$ cat src/rtl/core/sct_pkg.sv
// Package for the source code tokenizer: token kinds, character codes,
// and the decode functions shared by the scanner. No dependencies.
`default_nettype none
package sct_pkg;

    localparam int OFFSET_BITS_DEF = 24;
    localparam int LENGTH_BITS_DEF = 16;
    localparam int LINE_BITS       = 24;
    localparam int KIND_BITS       = 6;
    localparam int CAUSE_BITS      = 2;
    localparam int QDEPTH          = 4;

    localparam logic [KIND_BITS-1:0] K_END      = 6'd0;
    localparam logic [KIND_BITS-1:0] K_STRING   = 6'd1;
    localparam logic [KIND_BITS-1:0] K_INTEGER  = 6'd2;
    localparam logic [KIND_BITS-1:0] K_DECIMAL  = 6'd3;
    localparam logic [KIND_BITS-1:0] K_IDENT    = 6'd4;
    localparam logic [KIND_BITS-1:0] K_AS       = 6'd5;
    localparam logic [KIND_BITS-1:0] K_FN       = 6'd6;
    localparam logic [KIND_BITS-1:0] K_IF       = 6'd7;
    localparam logic [KIND_BITS-1:0] K_LET      = 6'd8;
    localparam logic [KIND_BITS-1:0] K_INT      = 6'd9;
    localparam logic [KIND_BITS-1:0] K_ELSE     = 6'd10;
    localparam logic [KIND_BITS-1:0] K_UINT     = 6'd11;
    localparam logic [KIND_BITS-1:0] K_VOID     = 6'd12;
    localparam logic [KIND_BITS-1:0] K_CHAR     = 6'd13;
    localparam logic [KIND_BITS-1:0] K_WHILE    = 6'd14;
    localparam logic [KIND_BITS-1:0] K_BREAK    = 6'd15;
    localparam logic [KIND_BITS-1:0] K_CONST    = 6'd16;
    localparam logic [KIND_BITS-1:0] K_FLOAT    = 6'd17;
    localparam logic [KIND_BITS-1:0] K_STRUCT   = 6'd18;
    localparam logic [KIND_BITS-1:0] K_RETURN   = 6'd19;
    localparam logic [KIND_BITS-1:0] K_EXTERN   = 6'd20;
    localparam logic [KIND_BITS-1:0] K_TYPEDEF  = 6'd21;
    localparam logic [KIND_BITS-1:0] K_CONTINUE = 6'd22;
    localparam logic [KIND_BITS-1:0] K_DOT      = 6'd23;
    localparam logic [KIND_BITS-1:0] K_SEMI     = 6'd24;
    localparam logic [KIND_BITS-1:0] K_COLON    = 6'd25;
    localparam logic [KIND_BITS-1:0] K_EQEQ     = 6'd26;
    localparam logic [KIND_BITS-1:0] K_ASSIGN   = 6'd27;
    localparam logic [KIND_BITS-1:0] K_ARROW    = 6'd28;
    localparam logic [KIND_BITS-1:0] K_MINUS    = 6'd29;
    localparam logic [KIND_BITS-1:0] K_PLUS     = 6'd30;
    localparam logic [KIND_BITS-1:0] K_STAR     = 6'd31;
    localparam logic [KIND_BITS-1:0] K_SLASH    = 6'd32;
    localparam logic [KIND_BITS-1:0] K_PERCENT  = 6'd33;
    localparam logic [KIND_BITS-1:0] K_CARET    = 6'd34;
    localparam logic [KIND_BITS-1:0] K_TILDE    = 6'd35;
    localparam logic [KIND_BITS-1:0] K_NE       = 6'd36;
    localparam logic [KIND_BITS-1:0] K_BANG     = 6'd37;
    localparam logic [KIND_BITS-1:0] K_ANDAND   = 6'd38;
    localparam logic [KIND_BITS-1:0] K_AMP      = 6'd39;
    localparam logic [KIND_BITS-1:0] K_OROR     = 6'd40;
    localparam logic [KIND_BITS-1:0] K_BAR      = 6'd41;
    localparam logic [KIND_BITS-1:0] K_SHR      = 6'd42;
    localparam logic [KIND_BITS-1:0] K_GE       = 6'd43;
    localparam logic [KIND_BITS-1:0] K_GT       = 6'd44;
    localparam logic [KIND_BITS-1:0] K_SHL      = 6'd45;
    localparam logic [KIND_BITS-1:0] K_LE       = 6'd46;
    localparam logic [KIND_BITS-1:0] K_LT       = 6'd47;
    localparam logic [KIND_BITS-1:0] K_COMMA    = 6'd48;
    localparam logic [KIND_BITS-1:0] K_LPAREN   = 6'd49;
    localparam logic [KIND_BITS-1:0] K_RPAREN   = 6'd50;
    localparam logic [KIND_BITS-1:0] K_LBRACK   = 6'd51;
    localparam logic [KIND_BITS-1:0] K_RBRACK   = 6'd52;
    localparam logic [KIND_BITS-1:0] K_LBRACE   = 6'd53;
    localparam logic [KIND_BITS-1:0] K_RBRACE   = 6'd54;

    localparam logic [CAUSE_BITS-1:0] C_NONE    = 2'd0;
    localparam logic [CAUSE_BITS-1:0] C_UNKNOWN = 2'd1;
    localparam logic [CAUSE_BITS-1:0] C_POINT   = 2'd2;
    localparam logic [CAUSE_BITS-1:0] C_UNTERM  = 2'd3;

    localparam logic [7:0] CH_NL    = 8'h0A;
    localparam logic [7:0] CH_USCORE = 8'h5F;
    localparam logic [7:0] CH_DOT   = 8'h2E;
    localparam logic [7:0] CH_QUOTE = 8'h22;
    localparam logic [7:0] CH_SLASH = 8'h2F;
    localparam logic [7:0] CH_EQ    = 8'h3D;
    localparam logic [7:0] CH_GT    = 8'h3E;
    localparam logic [7:0] CH_LT    = 8'h3C;
    localparam logic [7:0] CH_NUL   = 8'h00;

    typedef enum logic [6:0] {
        SC_IDLE    = 7'b0000001,
        SC_OP2     = 7'b0000010,
        SC_COMMENT = 7'b0000100,
        SC_STRING  = 7'b0001000,
        SC_NUMBER  = 7'b0010000,
        SC_WORD    = 7'b0100000,
        SC_DONE    = 7'b1000000
    } scan_t;

    typedef struct packed {
        logic       done;
        logic [1:0] push_n;
    } fe_stat_t;

    function automatic logic is_digit(input logic [7:0] c);
        return c >= "0" && c <= "9";
    endfunction

    function automatic logic is_alpha(input logic [7:0] c);
        return (c >= "a" && c <= "z") || (c >= "A" && c <= "Z");
    endfunction

    function automatic logic is_blank(input logic [7:0] c);
        return c == " " || c == 8'h09 || c == CH_NL || c == 8'h0B || c == 8'h0C
            || c == 8'h0D;
    endfunction

    // zero means no single-character token
    function automatic logic [KIND_BITS-1:0] single_kind(input logic [7:0] c);
        logic [KIND_BITS-1:0] k;
        k = K_END;
        case (c)
            ".": k = K_DOT;     ";": k = K_SEMI;    ":": k = K_COLON;
            "+": k = K_PLUS;    "*": k = K_STAR;    "%": k = K_PERCENT;
            "^": k = K_CARET;   "~": k = K_TILDE;   ",": k = K_COMMA;
            "(": k = K_LPAREN;  ")": k = K_RPAREN;  "[": k = K_LBRACK;
            "]": k = K_RBRACK;  "{": k = K_LBRACE;  "}": k = K_RBRACE;
            default: k = K_END;
        endcase
        return k;
    endfunction

    function automatic logic [KIND_BITS-1:0] lead_kind(input logic [7:0] c);
        logic [KIND_BITS-1:0] k;
        k = K_END;
        case (c)
            "=": k = K_ASSIGN;  "-": k = K_MINUS;   "!": k = K_BANG;
            "&": k = K_AMP;     "|": k = K_BAR;     ">": k = K_GT;
            "<": k = K_LT;      "/": k = K_SLASH;
            default: k = K_END;
        endcase
        return k;
    endfunction

    function automatic logic [KIND_BITS-1:0] pair_kind(input logic [7:0] h,
                                                       input logic [7:0] c);
        logic [KIND_BITS-1:0] k;
        k = K_END;
        if (h == "=" && c == "=") k = K_EQEQ;
        else if (h == "-" && c == ">") k = K_ARROW;
        else if (h == "!" && c == "=") k = K_NE;
        else if (h == "&" && c == "&") k = K_ANDAND;
        else if (h == "|" && c == "|") k = K_OROR;
        else if (h == ">" && c == ">") k = K_SHR;
        else if (h == ">" && c == "=") k = K_GE;
        else if (h == "<" && c == "<") k = K_SHL;
        else if (h == "<" && c == "=") k = K_LE;
        return k;
    endfunction

    // prefix holds the first bytes of the word, first byte lowest
    function automatic logic [KIND_BITS-1:0] word_kind(input logic [63:0] p,
                                                       input logic [3:0] wl);
        logic [KIND_BITS-1:0] k;
        k = K_IDENT;
        if (wl == 4'd2 && p == {48'h0, "sa"}) k = K_AS;
        else if (wl == 4'd2 && p == {48'h0, "nf"}) k = K_FN;
        else if (wl == 4'd2 && p == {48'h0, "fi"}) k = K_IF;
        else if (wl == 4'd3 && p == {40'h0, "tel"}) k = K_LET;
        else if (wl == 4'd3 && p == {40'h0, "tni"}) k = K_INT;
        else if (wl == 4'd4 && p == {32'h0, "esle"}) k = K_ELSE;
        else if (wl == 4'd4 && p == {32'h0, "tniu"}) k = K_UINT;
        else if (wl == 4'd4 && p == {32'h0, "diov"}) k = K_VOID;
        else if (wl == 4'd4 && p == {32'h0, "rahc"}) k = K_CHAR;
        else if (wl == 4'd5 && p == {24'h0, "elihw"}) k = K_WHILE;
        else if (wl == 4'd5 && p == {24'h0, "kaerb"}) k = K_BREAK;
        else if (wl == 4'd5 && p == {24'h0, "tsnoc"}) k = K_CONST;
        else if (wl == 4'd5 && p == {24'h0, "taolf"}) k = K_FLOAT;
        else if (wl == 4'd6 && p == {16'h0, "tcurts"}) k = K_STRUCT;
        else if (wl == 4'd6 && p == {16'h0, "nruter"}) k = K_RETURN;
        else if (wl == 4'd6 && p == {16'h0, "nretxe"}) k = K_EXTERN;
        else if (wl == 4'd7 && p == {8'h0, "fedepyt"}) k = K_TYPEDEF;
        else if (wl == 4'd8 && p == "eunitnoc") k = K_CONTINUE;
        return k;
    endfunction

endpackage
`default_nettype wire

$ cat src/rtl/core/source_code_tokenizer.sv
// Top level of the source code tokenizer: scanner, token queue, output stage.
// Depends on sct_pkg, sct_front, sct_queue, sct_back.
//
// channel   dir  word                                  last/user
// s_axis    in   ch[7:0]                               none
// m_axis    out  kind,start,length,line,error_cause    none
//
// One byte per cycle while s_tready is high; a byte that closes a token and is itself a one-byte token gives two words.
// Input stalls only while the four-entry token queue has under two free places.
// Output word is registered; each word passes through the token queue into the output register.
// Reset returns the scan state to idle, clears the offset, sets the line count to one and empties the queue.
`default_nettype none
module source_code_tokenizer
    import sct_pkg::*;
#(
    parameter int OFFSET_BITS = OFFSET_BITS_DEF,
    parameter int LENGTH_BITS = LENGTH_BITS_DEF,
    parameter int TW = KIND_BITS + OFFSET_BITS + LENGTH_BITS + LINE_BITS + CAUSE_BITS,
    parameter int DW = ((TW + 7) / 8) * 8
)
(
    input  wire logic          clk,
    input  wire logic          rst_n,
    input  wire logic          s_tvalid,
    output logic               s_tready,
    input  wire logic [7:0]    s_tdata,   // ch
    output logic               m_tvalid,
    input  wire logic          m_tready,
    output logic [DW-1:0]      m_tdata    // kind, start, length, line, error_cause
);

    fe_stat_t                      stat;
    logic [TW-1:0]                 tok_a, tok_b, q_data;
    logic                          q_valid, q_pop, space;
    logic [$clog2(QDEPTH+1)-1:0]   level;

    assign s_tready = space;

    sct_front #(
        .OFFSET_BITS(OFFSET_BITS),
        .LENGTH_BITS(LENGTH_BITS),
        .TW(TW)
    ) u_front (
        .clk(clk),
        .rst_n(rst_n),
        .in_valid(s_tvalid && s_tready),
        .ch(s_tdata),
        .stat(stat),
        .tok_a(tok_a),
        .tok_b(tok_b)
    );

    sct_queue #(
        .TW(TW)
    ) u_queue (
        .clk(clk),
        .rst_n(rst_n),
        .stat(stat),
        .wr_a(tok_a),
        .wr_b(tok_b),
        .pop(q_pop),
        .space(space),
        .not_empty(q_valid),
        .rd_data(q_data),
        .level(level)
    );

    sct_back #(
        .TW(TW),
        .DW(DW)
    ) u_back (
        .clk(clk),
        .rst_n(rst_n),
        .q_valid(q_valid),
        .q_data(q_data),
        .q_pop(q_pop),
        .m_tvalid(m_tvalid),
        .m_tready(m_tready),
        .m_tdata(m_tdata)
    );

    a_level: assert property (@(posedge clk) disable iff (!rst_n)
        level <= ($clog2(QDEPTH+1))'(QDEPTH))
        else $error("queue overfilled");

    a_done_quiet: assert property (@(posedge clk) disable iff (!rst_n)
        stat.done |-> stat.push_n == 2'd0)
        else $error("word after end");

    a_ready_room: assert property (@(posedge clk) disable iff (!rst_n)
        s_tready |-> level <= ($clog2(QDEPTH+1))'(QDEPTH - 2))
        else $error("ready without room");

    a_done_sticks: assert property (@(posedge clk) disable iff (!rst_n)
        stat.done |=> stat.done)
        else $error("left end state");

endmodule
`default_nettype wire

$ cat src/rtl/core/sct_front.sv
// Scanner front end: takes one byte a cycle while in_valid is high, tracks offset and line,
// and produces up to two packed tokens per byte. Depends on sct_pkg.
`default_nettype none
module sct_front
    import sct_pkg::*;
#(
    parameter int OFFSET_BITS = OFFSET_BITS_DEF,
    parameter int LENGTH_BITS = LENGTH_BITS_DEF,
    parameter int TW = KIND_BITS + OFFSET_BITS + LENGTH_BITS + LINE_BITS + CAUSE_BITS
)
(
    input  wire logic          clk,
    input  wire logic          rst_n,
    input  wire logic          in_valid,
    input  wire logic [7:0]    ch,
    output fe_stat_t           stat,
    output logic [TW-1:0]      tok_a,
    output logic [TW-1:0]      tok_b
);

    localparam logic [LINE_BITS-1:0]   LINE_MAX = '1;
    localparam logic [LENGTH_BITS-1:0] LEN_MAX  = '1;
    localparam logic [LENGTH_BITS-1:0] LEN_ONE  = LENGTH_BITS'(1);
    localparam logic [LENGTH_BITS-1:0] LEN_TWO  = LENGTH_BITS'(2);

    scan_t                   state_reg, state_next;
    logic [7:0]              held_reg, held_next;
    logic [OFFSET_BITS-1:0]  tstart_reg, tstart_next;
    logic [LENGTH_BITS-1:0]  tlen_reg, tlen_next;
    logic [LINE_BITS-1:0]    tline_reg, tline_next;
    logic [OFFSET_BITS-1:0]  off_reg;
    logic [LINE_BITS-1:0]    line_reg, line_next;
    logic [63:0]             prefix_reg, prefix_next;
    logic                    dec_reg, dec_next;

    logic [KIND_BITS-1:0] sk, lk, hk, pk;
    logic [3:0]           wl;
    logic                 st_emit, st_open, st_word, st_nl;
    scan_t                st_state;
    logic [LENGTH_BITS-1:0] st_len;
    logic [TW-1:0]        st_tok, tok0, tok1;
    logic                 v0, v1, use_start;
    logic [LENGTH_BITS-1:0] grown;

    function automatic logic [TW-1:0] mk(input logic [KIND_BITS-1:0] k,
                                         input logic [OFFSET_BITS-1:0] s,
                                         input logic [LENGTH_BITS-1:0] l,
                                         input logic [LINE_BITS-1:0] ln,
                                         input logic [CAUSE_BITS-1:0] cs);
        return {cs, ln, l, s, k};
    endfunction

    assign sk = single_kind(ch);
    assign lk = lead_kind(ch);
    assign hk = lead_kind(held_reg);
    assign pk = pair_kind(held_reg, ch);
    assign wl = (tlen_reg > LENGTH_BITS'(8)) ? 4'd15 : tlen_reg[3:0];
    assign grown = (tlen_reg != LEN_MAX) ? tlen_reg + LEN_ONE : tlen_reg;

    // what a byte does when no token is open
    always_comb
    begin
        st_emit  = 1'b0;
        st_open  = 1'b0;
        st_word  = 1'b0;
        st_nl    = 1'b0;
        st_state = SC_IDLE;
        st_len   = LEN_ONE;
        st_tok   = mk(K_END, off_reg, LEN_ONE, line_reg, C_NONE);
        if (ch == CH_NUL)
        begin
            st_emit  = 1'b1;
            st_state = SC_DONE;
        end
        else if (is_blank(ch))
        begin
            st_nl = (ch == CH_NL);
        end
        else if (sk != K_END)
        begin
            st_emit = 1'b1;
            st_tok  = mk(sk, off_reg, LEN_ONE, line_reg, C_NONE);
        end
        else if (lk != K_END)
        begin
            st_open  = 1'b1;
            st_state = SC_OP2;
        end
        else if (ch == CH_QUOTE)
        begin
            st_open  = 1'b1;
            st_len   = '0;
            st_state = SC_STRING;
        end
        else if (is_digit(ch))
        begin
            st_open  = 1'b1;
            st_state = SC_NUMBER;
        end
        else if (is_alpha(ch) || ch == CH_USCORE)
        begin
            st_open  = 1'b1;
            st_word  = 1'b1;
            st_state = SC_WORD;
        end
        else
        begin
            st_emit  = 1'b1;
            st_state = SC_DONE;
            st_tok   = mk(K_END, off_reg, LEN_ONE, line_reg, C_UNKNOWN);
        end
    end

    always_comb
    begin
        state_next  = state_reg;
        held_next   = held_reg;
        tstart_next = tstart_reg;
        tlen_next   = tlen_reg;
        tline_next  = tline_reg;
        line_next   = line_reg;
        prefix_next = prefix_reg;
        dec_next    = dec_reg;
        use_start   = 1'b0;
        v0          = 1'b0;
        v1          = 1'b0;
        tok0        = mk(K_END, tstart_reg, tlen_reg, tline_reg, C_NONE);
        tok1        = st_tok;
        unique case (state_reg)
            SC_IDLE:
            begin
                use_start = 1'b1;
            end
            SC_OP2:
            begin
                if (held_reg == CH_SLASH && ch == CH_SLASH)
                    state_next = SC_COMMENT;
                else if (pk != K_END)
                begin
                    v0         = 1'b1;
                    tok0       = mk(pk, tstart_reg, LEN_TWO, tline_reg, C_NONE);
                    state_next = SC_IDLE;
                end
                else
                begin
                    v0        = 1'b1;
                    tok0      = mk(hk, tstart_reg, LEN_ONE, tline_reg, C_NONE);
                    use_start = 1'b1;
                end
            end
            SC_COMMENT:
            begin
                if (ch == CH_NUL || ch == CH_NL)
                    use_start = 1'b1;
            end
            SC_STRING:
            begin
                if (ch == CH_QUOTE)
                begin
                    v0         = 1'b1;
                    tok0       = mk(K_STRING, tstart_reg, tlen_reg, tline_reg, C_NONE);
                    state_next = SC_IDLE;
                end
                else if (ch == CH_NUL)
                begin
                    v0         = 1'b1;
                    tok0       = mk(K_END, tstart_reg, LEN_ONE, tline_reg, C_UNTERM);
                    state_next = SC_DONE;
                end
                else
                    tlen_next = grown;
            end
            SC_NUMBER:
            begin
                if (is_digit(ch))
                    tlen_next = grown;
                else if (ch == CH_DOT)
                begin
                    if (dec_reg)
                    begin
                        v0         = 1'b1;
                        tok0       = mk(K_END, tstart_reg, tlen_reg, tline_reg, C_POINT);
                        state_next = SC_DONE;
                    end
                    else
                    begin
                        dec_next  = 1'b1;
                        tlen_next = grown;
                    end
                end
                else
                begin
                    v0        = 1'b1;
                    tok0      = mk(dec_reg ? K_DECIMAL : K_INTEGER, tstart_reg, tlen_reg,
                                   tline_reg, C_NONE);
                    use_start = 1'b1;
                end
            end
            SC_WORD:
            begin
                if (is_digit(ch) || is_alpha(ch) || ch == CH_USCORE)
                begin
                    if (tlen_reg < LENGTH_BITS'(8))
                        prefix_next = prefix_reg | ({56'h0, ch} << {tlen_reg[2:0], 3'b000});
                    tlen_next = grown;
                end
                else
                begin
                    v0        = 1'b1;
                    tok0      = mk(word_kind(prefix_reg, wl), tstart_reg, tlen_reg,
                                   tline_reg, C_NONE);
                    use_start = 1'b1;
                end
            end
            SC_DONE:
            begin
                state_next = SC_DONE;
            end
            default:
            begin
                state_next = SC_DONE;
            end
        endcase
        if (use_start)
        begin
            state_next = st_state;
            v1         = st_emit;
            if (st_open)
            begin
                held_next   = ch;
                tstart_next = off_reg;
                tline_next  = line_reg;
                tlen_next   = st_len;
                dec_next    = 1'b0;
                if (st_word)
                    prefix_next = {56'h0, ch};
            end
            if (st_nl && line_reg != LINE_MAX)
                line_next = line_reg + LINE_BITS'(1);
        end
    end

    always_ff @(posedge clk or negedge rst_n)
    begin
        if (!rst_n)
        begin
            state_reg  <= SC_IDLE;
            held_reg   <= '0;
            tstart_reg <= '0;
            tlen_reg   <= '0;
            tline_reg  <= LINE_BITS'(1);
            off_reg    <= '0;
            line_reg   <= LINE_BITS'(1);
            prefix_reg <= '0;
            dec_reg    <= 1'b0;
        end
        else if (in_valid)
        begin
            state_reg  <= state_next;
            held_reg   <= held_next;
            tstart_reg <= tstart_next;
            tlen_reg   <= tlen_next;
            tline_reg  <= tline_next;
            off_reg    <= off_reg + OFFSET_BITS'(1);
            line_reg   <= line_next;
            prefix_reg <= prefix_next;
            dec_reg    <= dec_next;
        end
    end

    assign tok_a       = v0 ? tok0 : tok1;
    assign tok_b       = tok1;
    assign stat.done   = (state_reg == SC_DONE);
    assign stat.push_n = in_valid ? ({1'b0, v0} + {1'b0, v1}) : 2'd0;

endmodule
`default_nettype wire

$ cat src/rtl/core/sct_queue.sv
// Token queue between scanner and output stage: two writes, one read per
// cycle. Depends on sct_pkg.
`default_nettype none
module sct_queue
    import sct_pkg::*;
#(
    parameter int TW = 72
)
(
    input  wire logic                       clk,
    input  wire logic                       rst_n,
    input  wire fe_stat_t                   stat,
    input  wire logic [TW-1:0]              wr_a,
    input  wire logic [TW-1:0]              wr_b,
    input  wire logic                       pop,
    output logic                            space,
    output logic                            not_empty,
    output logic [TW-1:0]                   rd_data,
    output logic [$clog2(QDEPTH+1)-1:0]     level
);

    localparam int PW = $clog2(QDEPTH);
    localparam int LW = $clog2(QDEPTH+1);

    logic [TW-1:0] mem_reg [QDEPTH];
    logic [PW-1:0] wp_reg, rp_reg;
    logic [LW-1:0] cnt_reg;
    logic          do_pop;

    assign do_pop    = pop && (cnt_reg != '0);
    assign not_empty = (cnt_reg != '0);
    assign space     = (cnt_reg <= LW'(QDEPTH - 2));
    assign rd_data   = mem_reg[rp_reg];
    assign level     = cnt_reg;

    always_ff @(posedge clk)
    begin
        if (stat.push_n != 2'd0)
            mem_reg[wp_reg] <= wr_a;
        if (stat.push_n == 2'd2)
            mem_reg[wp_reg + PW'(1)] <= wr_b;
    end

    always_ff @(posedge clk or negedge rst_n)
    begin
        if (!rst_n)
        begin
            wp_reg  <= '0;
            rp_reg  <= '0;
            cnt_reg <= '0;
        end
        else
        begin
            wp_reg  <= wp_reg + PW'(stat.push_n);
            if (do_pop)
                rp_reg <= rp_reg + PW'(1);
            cnt_reg <= cnt_reg + LW'(stat.push_n) - LW'(do_pop);
        end
    end

endmodule
`default_nettype wire

$ cat src/rtl/core/sct_back.sv
// Output stage: registers one token word from the queue and holds it
// until the sink takes it. Depends on sct_pkg.
`default_nettype none
module sct_back
    import sct_pkg::*;
#(
    parameter int TW = 72,
    parameter int DW = 72
)
(
    input  wire logic          clk,
    input  wire logic          rst_n,
    input  wire logic          q_valid,
    input  wire logic [TW-1:0] q_data,
    output logic               q_pop,
    output logic               m_tvalid,
    input  wire logic          m_tready,
    output logic [DW-1:0]      m_tdata
);

    logic          valid_reg;
    logic [DW-1:0] data_reg;

    assign q_pop    = q_valid && (!valid_reg || m_tready);
    assign m_tvalid = valid_reg;
    assign m_tdata  = data_reg;

    always_ff @(posedge clk or negedge rst_n)
    begin
        if (!rst_n)
            valid_reg <= 1'b0;
        else if (!valid_reg || m_tready)
            valid_reg <= q_valid;
    end

    always_ff @(posedge clk)
    begin
        if (q_pop)
            data_reg <= DW'(q_data);
    end

endmodule
`default_nettype wire

$ cat config.mk
export PLATFORM = sky130hd
export DESIGN_NAME = source_code_tokenizer
export DESIGN_NICKNAME = d
export VERILOG_FILES = /design/src/rtl/core/sct_pkg.sv /design/src/rtl/core/source_code_tokenizer.sv /design/src/rtl/core/sct_front.sv /design/src/rtl/core/sct_queue.sv /design/src/rtl/core/sct_back.sv
export SDC_FILE = /design/constraint.sdc
export NUM_CORES = 1
export LEC_CHECK = 0
export ABC_AREA = 1
export BUFFER_PORTS_ARGS = -buffer_cell sky130_fd_sc_hd__clkbuf_2
export CELL_PAD_IN_SITES_DETAIL_PLACEMENT = 0
export CELL_PAD_IN_SITES_GLOBAL_PLACEMENT = 1
export CORE_MARGIN = 2
export CORE_UTILIZATION = 35
export CTS_CLUSTER_SIZE = 10
export DETAILED_ROUTE_END_ITERATION = 10
export PLACE_DENSITY_LB_ADDON = 0.1
export SYNTH_ARGS = -nofsm -noshare
export SYNTH_HDL_FRONTEND = slang
export SYNTH_SLANG_ARGS = --single-unit
$ cat constraint.sdc
create_clock -name clk -period 7.38 [get_ports clk]
set_input_delay 1.845 -clock clk [delete_from_list [all_inputs] [get_ports clk]]
set_output_delay 1.845 -clock clk [all_outputs]
set_load 0.05 [all_outputs]
==> reports/qor.txt <==
Run status: finished clean
Setup Viol. Count Final: 0
Largest net degree at the start of global routing: 98
Setup repair after global routing missed its margin: false
Synth warn: 0
RR Startpoint: u_front.held_reg[6]$_DFFE_PN0P_
Worst slack, placed: 1.13 ns
Final nets: 3317
Maximum resistive drop on vdd: 0.199 mV
# IOs: 86
Slowest cell on crit path: buf_4
Synth area leaders: edfxtp_1, dfrtp_1, nand2_1
Crit path max fanout: 37
Critical path type: in2reg
Initial Util: 35.5%
Area growth from synthesis to layout: 12.7%
# H-tree levels: 3
ANT nets after route: 0
Maximum buffer depth of the clock tree: 3
P_leak: 12.9 nW
Crit path max-delay family: simple AND/OR/NAND/NOR gates
Iter 0 DRT Violations: 1956
Number of hold buffers added after cts: 0
Most frequent cells in the layout: nand2_1, o21ai_0, nor2_1, inv_1, edfxtp_1
Global-route wire length before repair: 152000 µm
Largest area contributor in the netlist: edfxtp_1
Vias in the first global route: 23900
Clock Latency Late Sink: 0.63 ns
Ys async rst share: 35.7%
RD Place Congestion: 0.918
Hold slack: 0.467 ns
Fin crit share: 76.8%
Mapped Cells: 3268
Most common cell after layout, fill and taps aside: nand2_1
DIE HEIGHT: 287 µm
Fmax: 0.176 GHz
Synth Flop Type: edfxtp_1
Largest register FFs: 288
Chip Width: 287 µm
Critical Path Stages: 22
Number of synthesized register bits: 560
CP endpoint: u_queue.mem_reg[1][65]$_DFFE_PP_
Ant diodes: 0
Layout cells sized above 1: 10.1%
Placeable core area: 79100 µm²
# rows: 103
Fin cells: 4399
Crit-path max cell delay: 0.55 ns
Global routing usage on met3: 3.17%
Gr ovfl total: 0
Most frequent cell on the critical path: inv_1
R2r worst-path depth: 18
Post-Route Skew: 0.0306 ns
Met2 Usage GRT: 42.4%
WL final: 99800 µm
Max_slew headroom: 23.7%
GRT Total Usage: 24.2%
Pins Over Slew Limit: 0
TritonCTS Buffers: 70
Worst r2r dst: u_queue.mem_reg[1][65]$_DFFE_PP_
Cells after DPL: 4273
PD cells: 327 nW/µm²
Clk sinks: 560
M1 GR Usage: 31.3%
Mapped Area: 28100 µm²
CP arrival: 5.90 ns
Worst path buffer plus inverter count: 8
DRC: 0
Worst-margin pin slew: 1.14 ns
Antenna violations before repair: 2
Post-CTS setup buffers: 0
Clock Pin Slew Worst Setup and Hold Paths: 0.06 ns
Crit path launch type: primary input
Final-report hold violation count: 0
Crit. Startpoint: s_tdata[6]
Pre-antenna DRT Iters: 5
FF-to-FF setup slack: 2.56 ns
TNS Setup: 0 ns
Syn avg cell area: 8.58 µm²
Critical path capture point type: flop
Fillers: 8135
Hold WC Path Type: reg2reg
Post-synth top area share: 31.3%
Seq/Total Area, Yosys: 54.0%
Crit-path cells: clkbuf_2 -> inv_1 -> nor2_1 -> inv_1 -> a31oi_1 -> nand2_1 -> nand2_4 -> inv_4 -> nand2_4 -> nand2_4 -> nor2_8 -> nand3_4 -> nand3_1 -> inv_1 -> ha_1 -> inv_1 -> nor2_1 -> nor2_1 -> inv_1 -> nand2_4 -> nand2_2 -> buf_4
Cts repair resizes: 0
Distinct cell type count after synthesis: 61
Minimum clock period: 5.67 ns
# Max-Cap Violations: 0
Die area: 82400 µm²
Drt wl/cell: 22.7 µm
Root Buffer Master: clkbuf_16
DP HPWL: 65900 µm
Worst path required time: 7.61 ns
Buffers on Ports: 85
Vias/cell: 5.40
Number of flops mapped to enable cells by yosys: 292
Vias: 23800
Busiest grt layer: met2
Total power draw: 0.0103 W
Setup ws final: 1.71 ns
Syn Nets: 3290
CTS tree: done
[worst min-delay path by stage]
stage                                       start                                 end  depth (start not counted)
5_1_grt        u_front.prefix_reg[39]$_DFFE_PN0P_  u_front.prefix_reg[39]$_DFFE_PN0P_                          2
3_5_place_dp   u_front.prefix_reg[15]$_DFFE_PN0P_  u_front.prefix_reg[15]$_DFFE_PN0P_                          2
4_1_cts        u_front.prefix_reg[39]$_DFFE_PN0P_  u_front.prefix_reg[39]$_DFFE_PN0P_                          2
6_report       u_front.prefix_reg[39]$_DFFE_PN0P_  u_front.prefix_reg[39]$_DFFE_PN0P_                          2
2_1_floorplan  u_front.prefix_reg[39]$_DFFE_PN0P_  u_front.prefix_reg[39]$_DFFE_PN0P_                          2
3_3_place_gp    u_front.prefix_reg[7]$_DFFE_PN0P_   u_front.prefix_reg[7]$_DFFE_PN0P_                          2
[kinds of logic after synthesis]
kind of cell,share of synthesized area (%)
buffers and inverters,8.17
AOI/OAI and AO/OA,15.5
xor gates and xnor gates,1.72
DFF,54.0
adders and majority gates,0.473
and+or+nand+nor,20.2
[per-layer routing]
metal | wire, µm | up-vias | share of wire (%)
met2 | 49600 | 618 | 50
met4 | 2380 | 4 | 2.4
li1 | - | 11300 | -
met5 | 25 | - | 0.025
met1 | 43400 | 11800 | 44
met3 | 4370 | 133 | 4.4
[cells in the mapped netlist (3+ instances only)]
cell type  instances
nand2_2           16
o21bai_1           3
dfrtp_1          197
ha_1               9
o2111ai_1          3
o21ai_1           33
nor2_1           379
inv_1            373
buf_6              3
a21oi_1           19
xnor2_1            3
nand4_1           59
nand2_1          509
o211ai_1           4
buf_2             25
a31oi_1            4
dfxtp_1           68
or2_2              5
nand3_1          200
nor3_1            60
o22ai_1          277
o21ai_2           21
dfstp_2            3
xor2_1            52
nor4_1            26
edfxtp_1         292
inv_2             37
o21ai_0          380
clkinv_1          11
nand2_4            6
buf_4              5
nor2_4             6
o41ai_1            5
o31ai_1            4
nor2_2             5
clkbuf_1         131
nand3b_1           4
[stage by stage]
| step | utilization, % | cell area, µm² |
|---|---|---|
| 4_1_cts | 40.0 | 31600 |
| 2_1_floorplan | - | 28100 |
| 6_report | 40.0 | 31600 |
| 3_5_place_dp | 37.2 | 29500 |
| 3_3_place_gp | 37.2 | 29500 |
| 5_1_grt | 40.0 | 31600 |
[power by group]
part           total, W  switching [W]  internal [W]  leakage (nW)
combinational   0.00290        0.00224      0.000657          6.30
clock           0.00325        0.00140       0.00185          1.03
sequential      0.00420       0.000392       0.00380          5.57
[tightest hold or removal path: stages, from the launching register on]
cell and delay, ns:
dfrtp_1 0.34, nand2_1 0.05, inv_1 0.04
[area by class of cell]
| cell class | count | area (µm²) | area share (%) |
|---|---|---|---|
| inverter | 422 | 1590 | 5.03 |
| sequential | 560 | 15100 | 47.9 |
| clock buffer | 110 | 1960 | 6.21 |
| clock inverter | 16 | 188 | 0.594 |
| tap | 1050 | 1310 | 4.16 |
| multi-input combinational | 2118 | 10700 | 33.8 |
| timing repair buffer | 123 | 733 | 2.32 |
No activity file was read; power rests on OpenSTA's default activity.
